===== config.mk =====
export PLATFORM = sky130hd
export DESIGN_NAME = first_fit_page_allocator_top
export DESIGN_NICKNAME = d
export VERILOG_FILES = /design/src/hw/rtl/ffpa_pkg.sv /design/src/hw/rtl/ffpa_ram.sv /design/src/hw/rtl/ffpa_alu.sv /design/src/hw/rtl/first_fit_page_allocator_top.sv
export VERILOG_INCLUDE_DIRS = /design/src /design/src/hw/rtl
export SDC_FILE = /design/constraint.sdc
export NUM_CORES = 2
export LEC_CHECK = 0
export BUFFER_PORTS_ARGS = -buffer_cell sky130_fd_sc_hd__buf_2
export CAP_MARGIN = 20
export CORE_MARGIN = 5
export CORE_UTILIZATION = 40
export DETAILED_ROUTE_END_ITERATION = 10
export HOLD_SLACK_MARGIN = 0.06
export PLACE_DENSITY = 0.6
export SYNTH_ARGS = -nofsm -noshare
export SYNTH_HDL_FRONTEND = slang
export SYNTH_SLANG_ARGS = --single-unit

===== constraint.sdc =====
create_clock -name clk -period 7.8 [get_ports clk]
set_clock_uncertainty 0.05 [all_clocks]
set_input_delay 0.78 -clock clk [delete_from_list [all_inputs] [get_ports clk]]
set_output_delay 0.78 -clock clk [all_outputs]
set_load 0.1 [all_outputs]

===== src/hw/rtl/assert_macros.svh =====
// Assertion macros used by the top-level RTL file of the run allocator.
`ifndef ASSERT_MACROS_SVH
`define ASSERT_MACROS_SVH

`ifndef NO_ASSERTIONS

`define ASSERT_ALWAYS(name, clk, rstn, expr, msg) \
  name: assert property (@(posedge clk) disable iff (!rstn) (expr)) else $error(msg);

`define ASSERT_IMPLY(name, clk, rstn, ante, cons, msg) \
  name: assert property (@(posedge clk) disable iff (!rstn) (ante) |-> (cons)) else $error(msg);

`define ASSERT_NEXT(name, clk, rstn, ante, cons, msg) \
  name: assert property (@(posedge clk) disable iff (!rstn) (ante) |=> (cons)) else $error(msg);

`else

`define ASSERT_ALWAYS(name, clk, rstn, expr, msg)
`define ASSERT_IMPLY(name, clk, rstn, ante, cons, msg)
`define ASSERT_NEXT(name, clk, rstn, ante, cons, msg)

`endif

`endif


===== src/hw/rtl/ffpa_pkg.sv =====
// Types, codes and helper functions of the first-fit page allocator.
package ffpa_pkg;

  localparam int PAGE_W = 16;
  localparam int LEN_W  = 17;
  localparam int ST_W   = 3;
  localparam int ACT_W  = 2;

  localparam int NUM_PAGES = 65536;
  localparam int CAP_I     = (NUM_PAGES < 131071) ? NUM_PAGES : 131071;
  localparam logic [LEN_W-1:0] TOTAL_CAP = LEN_W'(CAP_I);

  localparam logic [ACT_W-1:0] ACT_ADD   = 2'd0;
  localparam logic [ACT_W-1:0] ACT_ALLOC = 2'd1;
  localparam logic [ACT_W-1:0] ACT_FREE  = 2'd2;
  localparam logic [ACT_W-1:0] ACT_RSVD  = 2'd3;

  localparam logic [ST_W-1:0] ST_OK     = 3'd0;
  localparam logic [ST_W-1:0] ST_EXCEED = 3'd1;
  localparam logic [ST_W-1:0] ST_NOFIT  = 3'd2;
  localparam logic [ST_W-1:0] ST_FULL   = 3'd3;
  localparam logic [ST_W-1:0] ST_ZERO   = 3'd4;

  // One free run as stored in the table.
  typedef struct packed {
    logic [LEN_W-1:0]  len;
    logic [PAGE_W-1:0] start;
  } entry_t;

  localparam int ENTRY_W = $bits(entry_t);

  // Everything the sequencer needs to know about the entry just read.
  typedef struct packed {
    logic              len_ge;
    logic              len_gt;
    logic              touch_after;
    logic              touch_before;
    logic              fits_before;
    logic [PAGE_W-1:0] rem_start;
    logic [LEN_W-1:0]  rem_len;
    logic [LEN_W-1:0]  merged_len;
  } alu_res_t;

  function automatic logic [LEN_W-1:0] sat_len(input logic [LEN_W-1:0] a,
                                                input logic [LEN_W-1:0] b);
    logic [LEN_W:0] s;
    begin
      s = {1'b0, a} + {1'b0, b};
      sat_len = s[LEN_W] ? {LEN_W{1'b1}} : s[LEN_W-1:0];
    end
  endfunction

  function automatic logic [LEN_W-1:0] sat_total(input logic [LEN_W-1:0] a,
                                                  input logic [LEN_W-1:0] b);
    logic [LEN_W:0] s;
    begin
      s = {1'b0, a} + {1'b0, b};
      sat_total = (s > {1'b0, TOTAL_CAP}) ? TOTAL_CAP : s[LEN_W-1:0];
    end
  endfunction

endpackage


===== src/hw/rtl/ffpa_ram.sv =====
// Generic single-write, single-read RAM with registered read data.
module ffpa_ram #(
  parameter int WIDTH = 33,
  parameter int DEPTH = 64
) (
  input  logic                     clk,
  input  logic                     we,
  input  logic [$clog2(DEPTH)-1:0] waddr,
  input  logic [WIDTH-1:0]         wdata,
  input  logic [$clog2(DEPTH)-1:0] raddr,
  output logic [WIDTH-1:0]         rdata
);

  logic [WIDTH-1:0] mem [DEPTH];

  always_ff @(posedge clk) begin
    if (we) begin
      mem[waddr] <= wdata;
    end
    rdata <= mem[raddr];
  end

endmodule


===== src/hw/rtl/ffpa_alu.sv =====
// Shared compare and add unit applied to one table entry per cycle.
module ffpa_alu (
  input  ffpa_pkg::entry_t                  ent,
  input  logic [ffpa_pkg::PAGE_W-1:0]       bs,
  input  logic [ffpa_pkg::LEN_W-1:0]        bl,
  input  logic [ffpa_pkg::LEN_W-1:0]        n,
  output ffpa_pkg::alu_res_t                res
);

  logic [ffpa_pkg::LEN_W:0] blk_end;
  logic [ffpa_pkg::LEN_W:0] ent_end;
  logic [ffpa_pkg::LEN_W:0] ent_start_x;
  logic [ffpa_pkg::LEN_W:0] bs_x;

  // Sums are kept one bit wider so that no end address wraps.
  assign ent_start_x = {2'b00, ent.start};
  assign bs_x        = {2'b00, bs};
  assign blk_end     = bs_x + {1'b0, bl};
  assign ent_end     = ent_start_x + {1'b0, ent.len};

  always_comb begin
    res.len_ge       = (ent.len >= n);
    res.len_gt       = (ent.len > n);
    res.touch_after  = (blk_end == ent_start_x);
    res.touch_before = (ent_end == bs_x);
    res.fits_before  = (blk_end <= ent_start_x);
    res.rem_start    = ent.start + n[ffpa_pkg::PAGE_W-1:0];
    res.rem_len      = ent.len - n;
    res.merged_len   = ffpa_pkg::sat_len(bl, ent.len);
  end

endmodule


===== src/hw/rtl/first_fit_page_allocator_top.sv =====
// Top level of the first-fit page allocator: sequencer, run table and result register.
//
// Requests enter on the in_ stream (one transaction per request) and each one
// yields exactly one result transaction on the out_ stream. in_tready is high
// only while the sequencer is idle; a request is worked on to its end before
// the next one is taken. The result sits in an output register, so a new
// request can be accepted while the previous result still waits for out_tready.
// Work per request:
//   add, zero count, unused action, allocate beyond total: decided in the idle state.
//   allocate: a first-fit scan over the runs, plus a shift down of the table
//     when an exactly fitting run is removed.
//   free: a merge pass, then, unless the kept runs fill the table, a search for
//     the insert position and a shift up.
// The sequencer reads one entry per cycle through the run table's single read
// port, and the read data is registered.
// After the synchronous reset the table is empty and the free total is zero.
// If the receiver stalls, the finished result waits in the sequencer's
// response state until the output register is free.
module first_fit_page_allocator_top #(
  parameter int MAX_RUNS = 64
) (
  input  logic        clk,
  input  logic        rst_n,
  input  logic        in_tvalid,
  output logic        in_tready,
  input  logic [39:0] in_tdata,   // action[1:0], base_page[17:2], page_count[34:18]
  output logic        out_tvalid,
  input  logic        out_tready,
  output logic [39:0] out_tdata   // status[2:0], grant_page[18:3], free_total[35:19]
);

  `include "assert_macros.svh"

  localparam int AW = (MAX_RUNS > 1) ? $clog2(MAX_RUNS) : 1;
  localparam int CW = $clog2(MAX_RUNS + 1);
  localparam logic [CW-1:0] RUNS_MAX = CW'(MAX_RUNS);

  typedef enum logic [6:0] {
    S_IDLE        = 7'b0000001,
    S_ALLOC_SCAN  = 7'b0000010,
    S_ALLOC_SHIFT = 7'b0000100,
    S_FREE_MERGE  = 7'b0001000,
    S_FREE_FIND   = 7'b0010000,
    S_FREE_SHIFT  = 7'b0100000,
    S_RESP        = 7'b1000000
  } state_t;

  state_t state_r, state_nxt;

  logic [CW-1:0]                  run_count_r, run_count_nxt;
  logic [ffpa_pkg::LEN_W-1:0]     total_r, total_nxt;
  logic [CW-1:0]                  idx_r, idx_nxt;
  logic [CW-1:0]                  pidx_r, pidx_nxt;
  logic                           pv_r, pv_nxt;
  logic [CW-1:0]                  k_r, k_nxt;
  logic [CW-1:0]                  j_r, j_nxt;
  logic [ffpa_pkg::PAGE_W-1:0]    bs_r, bs_nxt;
  logic [ffpa_pkg::LEN_W-1:0]     bl_r, bl_nxt;
  logic [ffpa_pkg::LEN_W-1:0]     n_r, n_nxt;
  logic [ffpa_pkg::ST_W-1:0]      status_r, status_nxt;
  logic [ffpa_pkg::PAGE_W-1:0]    page_r, page_nxt;
  logic                           out_valid_r, out_valid_nxt;
  logic [39:0]                    out_data_r, out_data_nxt;

  logic [ffpa_pkg::ACT_W-1:0]     in_action;
  logic [ffpa_pkg::PAGE_W-1:0]    in_base;
  logic [ffpa_pkg::LEN_W-1:0]     in_count;

  logic                           ram_we;
  logic [AW-1:0]                  ram_waddr;
  ffpa_pkg::entry_t               ram_wdata;
  logic [AW-1:0]                  ram_raddr;
  logic [ffpa_pkg::ENTRY_W-1:0]   ram_rdata;
  ffpa_pkg::entry_t               rd_ent;
  ffpa_pkg::alu_res_t             alu;

  assign in_action = in_tdata[1:0];
  assign in_base   = in_tdata[17:2];
  assign in_count  = in_tdata[34:18];

  assign in_tready  = (state_r == S_IDLE);
  assign out_tvalid = out_valid_r;
  assign out_tdata  = out_data_r;
  assign rd_ent     = ffpa_pkg::entry_t'(ram_rdata);

  ffpa_ram #(
    .WIDTH (ffpa_pkg::ENTRY_W),
    .DEPTH (MAX_RUNS)
  ) u_runs (
    .clk   (clk),
    .we    (ram_we),
    .waddr (ram_waddr),
    .wdata (ram_wdata),
    .raddr (ram_raddr),
    .rdata (ram_rdata)
  );

  ffpa_alu u_alu (
    .ent (rd_ent),
    .bs  (bs_r),
    .bl  (bl_r),
    .n   (n_r),
    .res (alu)
  );

  always_comb begin
    state_nxt     = state_r;
    run_count_nxt = run_count_r;
    total_nxt     = total_r;
    idx_nxt       = idx_r;
    pidx_nxt      = pidx_r;
    pv_nxt        = pv_r;
    k_nxt         = k_r;
    j_nxt         = j_r;
    bs_nxt        = bs_r;
    bl_nxt        = bl_r;
    n_nxt         = n_r;
    status_nxt    = status_r;
    page_nxt      = page_r;
    out_valid_nxt = out_valid_r && !out_tready;
    out_data_nxt  = out_data_r;
    ram_we        = 1'b0;
    ram_waddr     = '0;
    ram_wdata     = '0;
    ram_raddr     = '0;

    case (state_r)
      S_IDLE: begin
        if (in_tvalid) begin
          n_nxt      = in_count;
          bs_nxt     = in_base;
          bl_nxt     = in_count;
          idx_nxt    = '0;
          pv_nxt     = 1'b0;
          k_nxt      = '0;
          page_nxt   = '0;
          status_nxt = ffpa_pkg::ST_OK;
          state_nxt  = S_RESP;
          if (in_action != ffpa_pkg::ACT_RSVD && in_count == '0) begin
            status_nxt = ffpa_pkg::ST_ZERO;
          end else begin
            case (in_action)
              ffpa_pkg::ACT_ADD: begin
                if (run_count_r >= RUNS_MAX) begin
                  status_nxt = ffpa_pkg::ST_FULL;
                end else begin
                  ram_we          = 1'b1;
                  ram_waddr       = run_count_r[AW-1:0];
                  ram_wdata.start = in_base;
                  ram_wdata.len   = in_count;
                  run_count_nxt   = run_count_r + 1'b1;
                  total_nxt       = ffpa_pkg::sat_total(total_r, in_count);
                end
              end
              ffpa_pkg::ACT_ALLOC: begin
                if (in_count > total_r) begin
                  status_nxt = ffpa_pkg::ST_EXCEED;
                end else begin
                  state_nxt = S_ALLOC_SCAN;
                end
              end
              ffpa_pkg::ACT_FREE: begin
                state_nxt = S_FREE_MERGE;
              end
              default: begin
                status_nxt = ffpa_pkg::ST_OK;
              end
            endcase
          end
        end
      end

      S_ALLOC_SCAN: begin
        if (idx_r < run_count_r) begin
          ram_raddr = idx_r[AW-1:0];
          idx_nxt   = idx_r + 1'b1;
          pidx_nxt  = idx_r;
          pv_nxt    = 1'b1;
        end else begin
          pv_nxt = 1'b0;
        end
        if (pv_r && alu.len_ge) begin
          // First fit found; the read already in flight is dropped.
          page_nxt = rd_ent.start;
          pv_nxt   = 1'b0;
          if (alu.len_gt) begin
            ram_we          = 1'b1;
            ram_waddr       = pidx_r[AW-1:0];
            ram_wdata.start = alu.rem_start;
            ram_wdata.len   = alu.rem_len;
            total_nxt       = total_r - n_r;
            status_nxt      = ffpa_pkg::ST_OK;
            state_nxt       = S_RESP;
          end else begin
            idx_nxt   = pidx_r + 1'b1;
            state_nxt = S_ALLOC_SHIFT;
          end
        end else if (!pv_r && idx_r >= run_count_r) begin
          status_nxt = ffpa_pkg::ST_NOFIT;
          state_nxt  = S_RESP;
        end
      end

      S_ALLOC_SHIFT: begin
        if (idx_r < run_count_r) begin
          ram_raddr = idx_r[AW-1:0];
          idx_nxt   = idx_r + 1'b1;
          pidx_nxt  = idx_r;
          pv_nxt    = 1'b1;
        end else begin
          pv_nxt = 1'b0;
        end
        if (pv_r) begin
          ram_we    = 1'b1;
          ram_waddr = AW'(pidx_r - 1'b1);
          ram_wdata = rd_ent;
        end else if (idx_r >= run_count_r) begin
          run_count_nxt = run_count_r - 1'b1;
          total_nxt     = total_r - n_r;
          status_nxt    = ffpa_pkg::ST_OK;
          state_nxt     = S_RESP;
        end
      end

      S_FREE_MERGE: begin
        if (idx_r < run_count_r) begin
          ram_raddr = idx_r[AW-1:0];
          idx_nxt   = idx_r + 1'b1;
          pidx_nxt  = idx_r;
          pv_nxt    = 1'b1;
        end else begin
          pv_nxt = 1'b0;
        end
        if (pv_r) begin
          if (alu.touch_after) begin
            bl_nxt = alu.merged_len;
          end else if (alu.touch_before) begin
            bs_nxt = rd_ent.start;
            bl_nxt = alu.merged_len;
          end else begin
            // Kept runs are compacted in place; the write slot never passes the read.
            ram_we    = 1'b1;
            ram_waddr = k_r[AW-1:0];
            ram_wdata = rd_ent;
            k_nxt     = k_r + 1'b1;
          end
        end else if (idx_r >= run_count_r) begin
          if (k_r >= RUNS_MAX) begin
            status_nxt = ffpa_pkg::ST_FULL;
            state_nxt  = S_RESP;
          end else begin
            idx_nxt   = '0;
            pv_nxt    = 1'b0;
            state_nxt = S_FREE_FIND;
          end
        end
      end

      S_FREE_FIND: begin
        if (idx_r < k_r) begin
          ram_raddr = idx_r[AW-1:0];
          idx_nxt   = idx_r + 1'b1;
          pidx_nxt  = idx_r;
          pv_nxt    = 1'b1;
        end else begin
          pv_nxt = 1'b0;
        end
        if (pv_r && alu.fits_before) begin
          j_nxt     = pidx_r;
          idx_nxt   = k_r;
          pv_nxt    = 1'b0;
          state_nxt = S_FREE_SHIFT;
        end else if (!pv_r && idx_r >= k_r) begin
          j_nxt     = k_r;
          idx_nxt   = k_r;
          pv_nxt    = 1'b0;
          state_nxt = S_FREE_SHIFT;
        end
      end

      S_FREE_SHIFT: begin
        // Walk down from the top so each entry moves up before it is overwritten.
        if (idx_r > j_r) begin
          ram_raddr = AW'(idx_r - 1'b1);
          idx_nxt   = idx_r - 1'b1;
          pidx_nxt  = idx_r - 1'b1;
          pv_nxt    = 1'b1;
        end else begin
          pv_nxt = 1'b0;
        end
        if (pv_r) begin
          ram_we    = 1'b1;
          ram_waddr = AW'(pidx_r + 1'b1);
          ram_wdata = rd_ent;
        end else if (idx_r <= j_r) begin
          ram_we          = 1'b1;
          ram_waddr       = j_r[AW-1:0];
          ram_wdata.start = bs_r;
          ram_wdata.len   = bl_r;
          run_count_nxt   = k_r + 1'b1;
          total_nxt       = ffpa_pkg::sat_total(total_r, n_r);
          status_nxt      = ffpa_pkg::ST_OK;
          state_nxt       = S_RESP;
        end
      end

      S_RESP: begin
        if (!out_valid_r || out_tready) begin
          out_valid_nxt = 1'b1;
          out_data_nxt  = {4'b0000, total_r, page_r, status_r};
          state_nxt     = S_IDLE;
        end
      end

      default: begin
        state_nxt = S_IDLE;
      end
    endcase
  end

  always_ff @(posedge clk) begin
    if (!rst_n) begin
      state_r     <= S_IDLE;
      run_count_r <= '0;
      total_r     <= '0;
      pv_r        <= 1'b0;
      out_valid_r <= 1'b0;
    end else begin
      state_r     <= state_nxt;
      run_count_r <= run_count_nxt;
      total_r     <= total_nxt;
      pv_r        <= pv_nxt;
      out_valid_r <= out_valid_nxt;
    end
  end

  always_ff @(posedge clk) begin
    idx_r      <= idx_nxt;
    pidx_r     <= pidx_nxt;
    k_r        <= k_nxt;
    j_r        <= j_nxt;
    bs_r       <= bs_nxt;
    bl_r       <= bl_nxt;
    n_r        <= n_nxt;
    status_r   <= status_nxt;
    page_r     <= page_nxt;
    out_data_r <= out_data_nxt;
  end

  `ASSERT_ALWAYS(a_count_bound, clk, rst_n, run_count_r <= RUNS_MAX, "run count above table depth")
  `ASSERT_ALWAYS(a_total_bound, clk, rst_n, total_r <= ffpa_pkg::TOTAL_CAP, "free total above cap")
  `ASSERT_IMPLY(a_compact_order, clk, rst_n, state_r == S_FREE_MERGE && ram_we, k_r <= pidx_r, "compaction write passed the read")
  `ASSERT_IMPLY(a_shift_range, clk, rst_n, state_r == S_FREE_SHIFT && pv_r, pidx_r >= j_r && pidx_r < k_r, "shift out of range")
  `ASSERT_NEXT(a_one_at_a_time, clk, rst_n, in_tvalid && in_tready, !in_tready, "second request taken while busy")

endmodule


==> flow_summary.ini <==
[outcome]
run_status = finished, final reports clean

[floorplanning]
floorplan.core_area_sq_um = 248000
die_height_microns = 509
floorplan.rows = 183
chipWidth_microns = 509
initial_core_util_pct = 40.1
fp.dieArea_sq_um = 259000
io-pin-count = 86

[final_layout]
final_layout_size_suffix_gt1_share_pct = 10.2
synthToLayoutAreaGrowth_pct = 13.3
utilization_pct = 45.5
nets = 8229
final.fill_count = 22100
finish.instance_area_sq_um = 113000

[place]
dp_worst_setup_slack_ps = 931
gpl.final_weighted_congestion = 0.916
dpl_cell_area_sq_um = 105000
hpwl_dp_microns = 195000
numPortBuffers = 76

[setup_path]
path_cells = ha_1 -> a21o_1 -> a21oi_1 -> o21bai_1 -> a21boi_0 -> o21bai_1 -> a21oi_1 -> o21bai_1 -> a21oi_1 -> xnor2_1 -> ha_1 -> nand4_1 -> or4_1 -> nor4_1 -> a211oi_2 -> buf_4 -> a221o_1 -> or3_1 -> nor2_4 -> buf_4
worst_ep_arrival_time_ps = 7420
critical_path.top_delay_family = compound AO/OA/AOI/OAI gates
type_of_element_launching_the_critical_path = register
cp_num_buf_inv = 2
cp_max_fo = 33
crit_path_end_kind = register
cpPeakStageDelay_ps = 820
critPathSlowestCell = sky130_fd_sc_hd__or3_1
startpoint_to_endpoint_class_of_the_critical_path = register to register
worst_path_required_ps = 8250

[clock_network]
clock_tree.root_cell = sky130_fd_sc_hd__clkbuf_16
postCtsSetupRepairBufs = 0
clkSlewWorstSetupHoldPaths_ps = 70
hold_buffers = 0
ctsResizeCount = 0
cts_buffers = 229
h_tree_depth = 4
clock_sink_count = 2311
worstSkewPairLatency_ps = 900
cts_buffer_depth = 3
tritoncts = built

[grt]
grt_max_degree = 126
first_global_vias = 63900
grt_remaining_overflow = 0
antenna_found_initial = 26
wire_length_of_the_first_global_routing_pass_microns = 456000
grt_usage_pct = 24.0

[yosys]
synth_async_sr_flop_share_pct = 0
ys_top_cells_by_area = sky130_fd_sc_hd__edfxtp_1 (68%), sky130_fd_sc_hd__nand2_1 (6.4%), sky130_fd_sc_hd__nand3_1 (3.1%)
ys.flop_type = sky130_fd_sc_hd__edfxtp_1
post_synth_instance_area_sq_um = 99600
synth-edff-count = 2245
synth-seq-area-share_pct = 69.0
yosysWarningCount = 0
synth.top_cell.area_share_pct = 67.7
post-synth-top-area-cell = sky130_fd_sc_hd__edfxtp_1
syn_avg_cell_area_sq_um = 12.7
netlist_instances = 7871
postSynthRegisterBits = 2311
post_synth_most_frequent_cells = sky130_fd_sc_hd__edfxtp_1 (2,245), sky130_fd_sc_hd__nand2_1 (1,695), sky130_fd_sc_hd__nand3_1 (610)
yosysMostFrequentCell = sky130_fd_sc_hd__edfxtp_1
synth.lib_cells_used.distinct = 90

[timing]
final_max_slew_viol_count = 0
worstMarginPinSlew_ps = 1210
fin_crit_sh_pct = 89.4
whs_ps = 192
post_route_setup_slack_ps = 825
report.final.hold_viol_count = 0
worst_slew_margin_rel_pct = 18.8
final-setup-viol-count = 0
setup_repair_after_global_routing_missed_its_margin = false
setup_total_negative_slack_ps = 0
finalCriticalPeriod_ps = 6980
maxClockFrequency_ghz = 0.143

[power]
max-vdd-ir-drop_v = 0.000241
power_density_over_the_cells_nw_per_um2 = 300
total_leakage_power_nw = 39.1

[flow_run]
maxCapViolations = 0

[drt]
detail_route.iter0.violations = 8568
initial_drt_pass_iterations = 6
postRouteAntennaNets = 0
wl_per_cell_microns = 27.8
totalWireLength_microns = 320000
detail_route.vias_per_cell = 5.90
vias_after_detailed_routing = 67900
drc_errors = 0

[worst_hold_path]
worst_hold_path_type = input pin to register
==> where the power goes <==
| part | switching (mW) | internal, mW |
|---|---|---|
| logic | 5.60 | 2.80 |
| registers | 0.617 | 14.0 |
| clock network | 4.84 | 6.03 |
==> worst reg2reg max path: stages, from the launching register on <==
cell and delay [ps]:
sky130_fd_sc_hd__edfxtp_1 500, sky130_fd_sc_hd__ha_1 340, sky130_fd_sc_hd__a21o_1 160, sky130_fd_sc_hd__a21oi_1 240, sky130_fd_sc_hd__o21bai_1 120, sky130_fd_sc_hd__a21boi_0 410, sky130_fd_sc_hd__o21bai_1 250, sky130_fd_sc_hd__a21oi_1 270
sky130_fd_sc_hd__o21bai_1 90, sky130_fd_sc_hd__a21oi_1 170, sky130_fd_sc_hd__xnor2_1 90, sky130_fd_sc_hd__ha_1 300, sky130_fd_sc_hd__nand4_1 100, sky130_fd_sc_hd__or4_1 580, sky130_fd_sc_hd__nor4_1 530, sky130_fd_sc_hd__a211oi_2 60
sky130_fd_sc_hd__buf_4 220, sky130_fd_sc_hd__a221o_1 490, sky130_fd_sc_hd__or3_1 820, sky130_fd_sc_hd__nor2_4 250, sky130_fd_sc_hd__buf_4 550
==> metrics by stage <==
step,instances,power (mW)
floorplan,7874,20.0
global placement,11100,23.0
detailed placement,11100,23.1
CTS,11500,33.9
global route,11500,35.2
finish,11500,33.9
==> sequential cells by signal (all words and copies together), names as in the netlist, 7 cells and up <==
| signal | count |
|---|---|
| bl_r | 17 |
| bs_r | 16 |
| idx_r | 7 |
| j_r | 7 |
| k_r | 7 |
| n_r | 17 |
| out_tdata | 36 |
| page_r | 16 |
| pidx_r | 7 |
| run_count_r | 7 |
| state_r | 7 |
| total_r | 17 |
| u_runs.mem | 2112 |
| u_runs.rdata | 33 |
==> cells by family (layout without fill, tap and decap cells) <==
group                    count (synthesis)  count (layout)  share of synthesized area, %
AND/OR/NAND/NOR                       3005            3005                          13.2
XOR/XNOR                               142             142                          1.25
buffers and inverters                  636             926                          2.48
multiplexers                           212             212                          2.14
adder cells (fa/ha/maj)                207             207                          2.67
other                                    1              13                       0.00376
AO/OA/AOI/OAI                         1357            1357                          9.24
flip-flops                            2311            2311                          69.0
==> area by class of cell <==
type	instances	area (sq um)	share of cell area [%]
flip-flops and latches	2311	68700	60.9
multi-input cells	4927	29300	25.9
clock buffers	277	5930	5.25
well taps	3330	4170	3.69
repair buffers	349	2770	2.45
clock inverters	140	1440	1.27
inverters	160	601	0.532
diodes	9	22.5	0.0199
==> placed cells by master, fill, tap and decap left out, drive strengths merged, types with 106 or more instances in the layout <==
master / count
nand2: 1695
clkbuf: 278
ha: 198
o21ai: 226
clkinv: 106
nand3: 610
buf: 348
edfxtp: 2245
a32oi: 108
and3: 171
a21oi: 304
mux2i: 207
nor2: 257
inv: 164
a31oi: 219
==> final timing paths <==
kind	startpoint	end	slack, ps	cells after the start
worst max register to register	bs_r[1]	u_runs.mem[36][7]	820	20
worst min register to register	page_r[9]	out_tdata[12]	330	0
worst max-delay path	bs_r[1]	u_runs.mem[36][7]	820	20
worst min-delay path	in_tdata[2]	bs_r[0]	190	3
==> layer usage <==
layer  GRT usage (%)  part of all wire (%)
met1            33.9                    42
met2            36.8                    45
met3            5.41                   9.6
met4            8.09                   3.6
met5           0.311                 0.052
(Power assumes the default switching activity.)
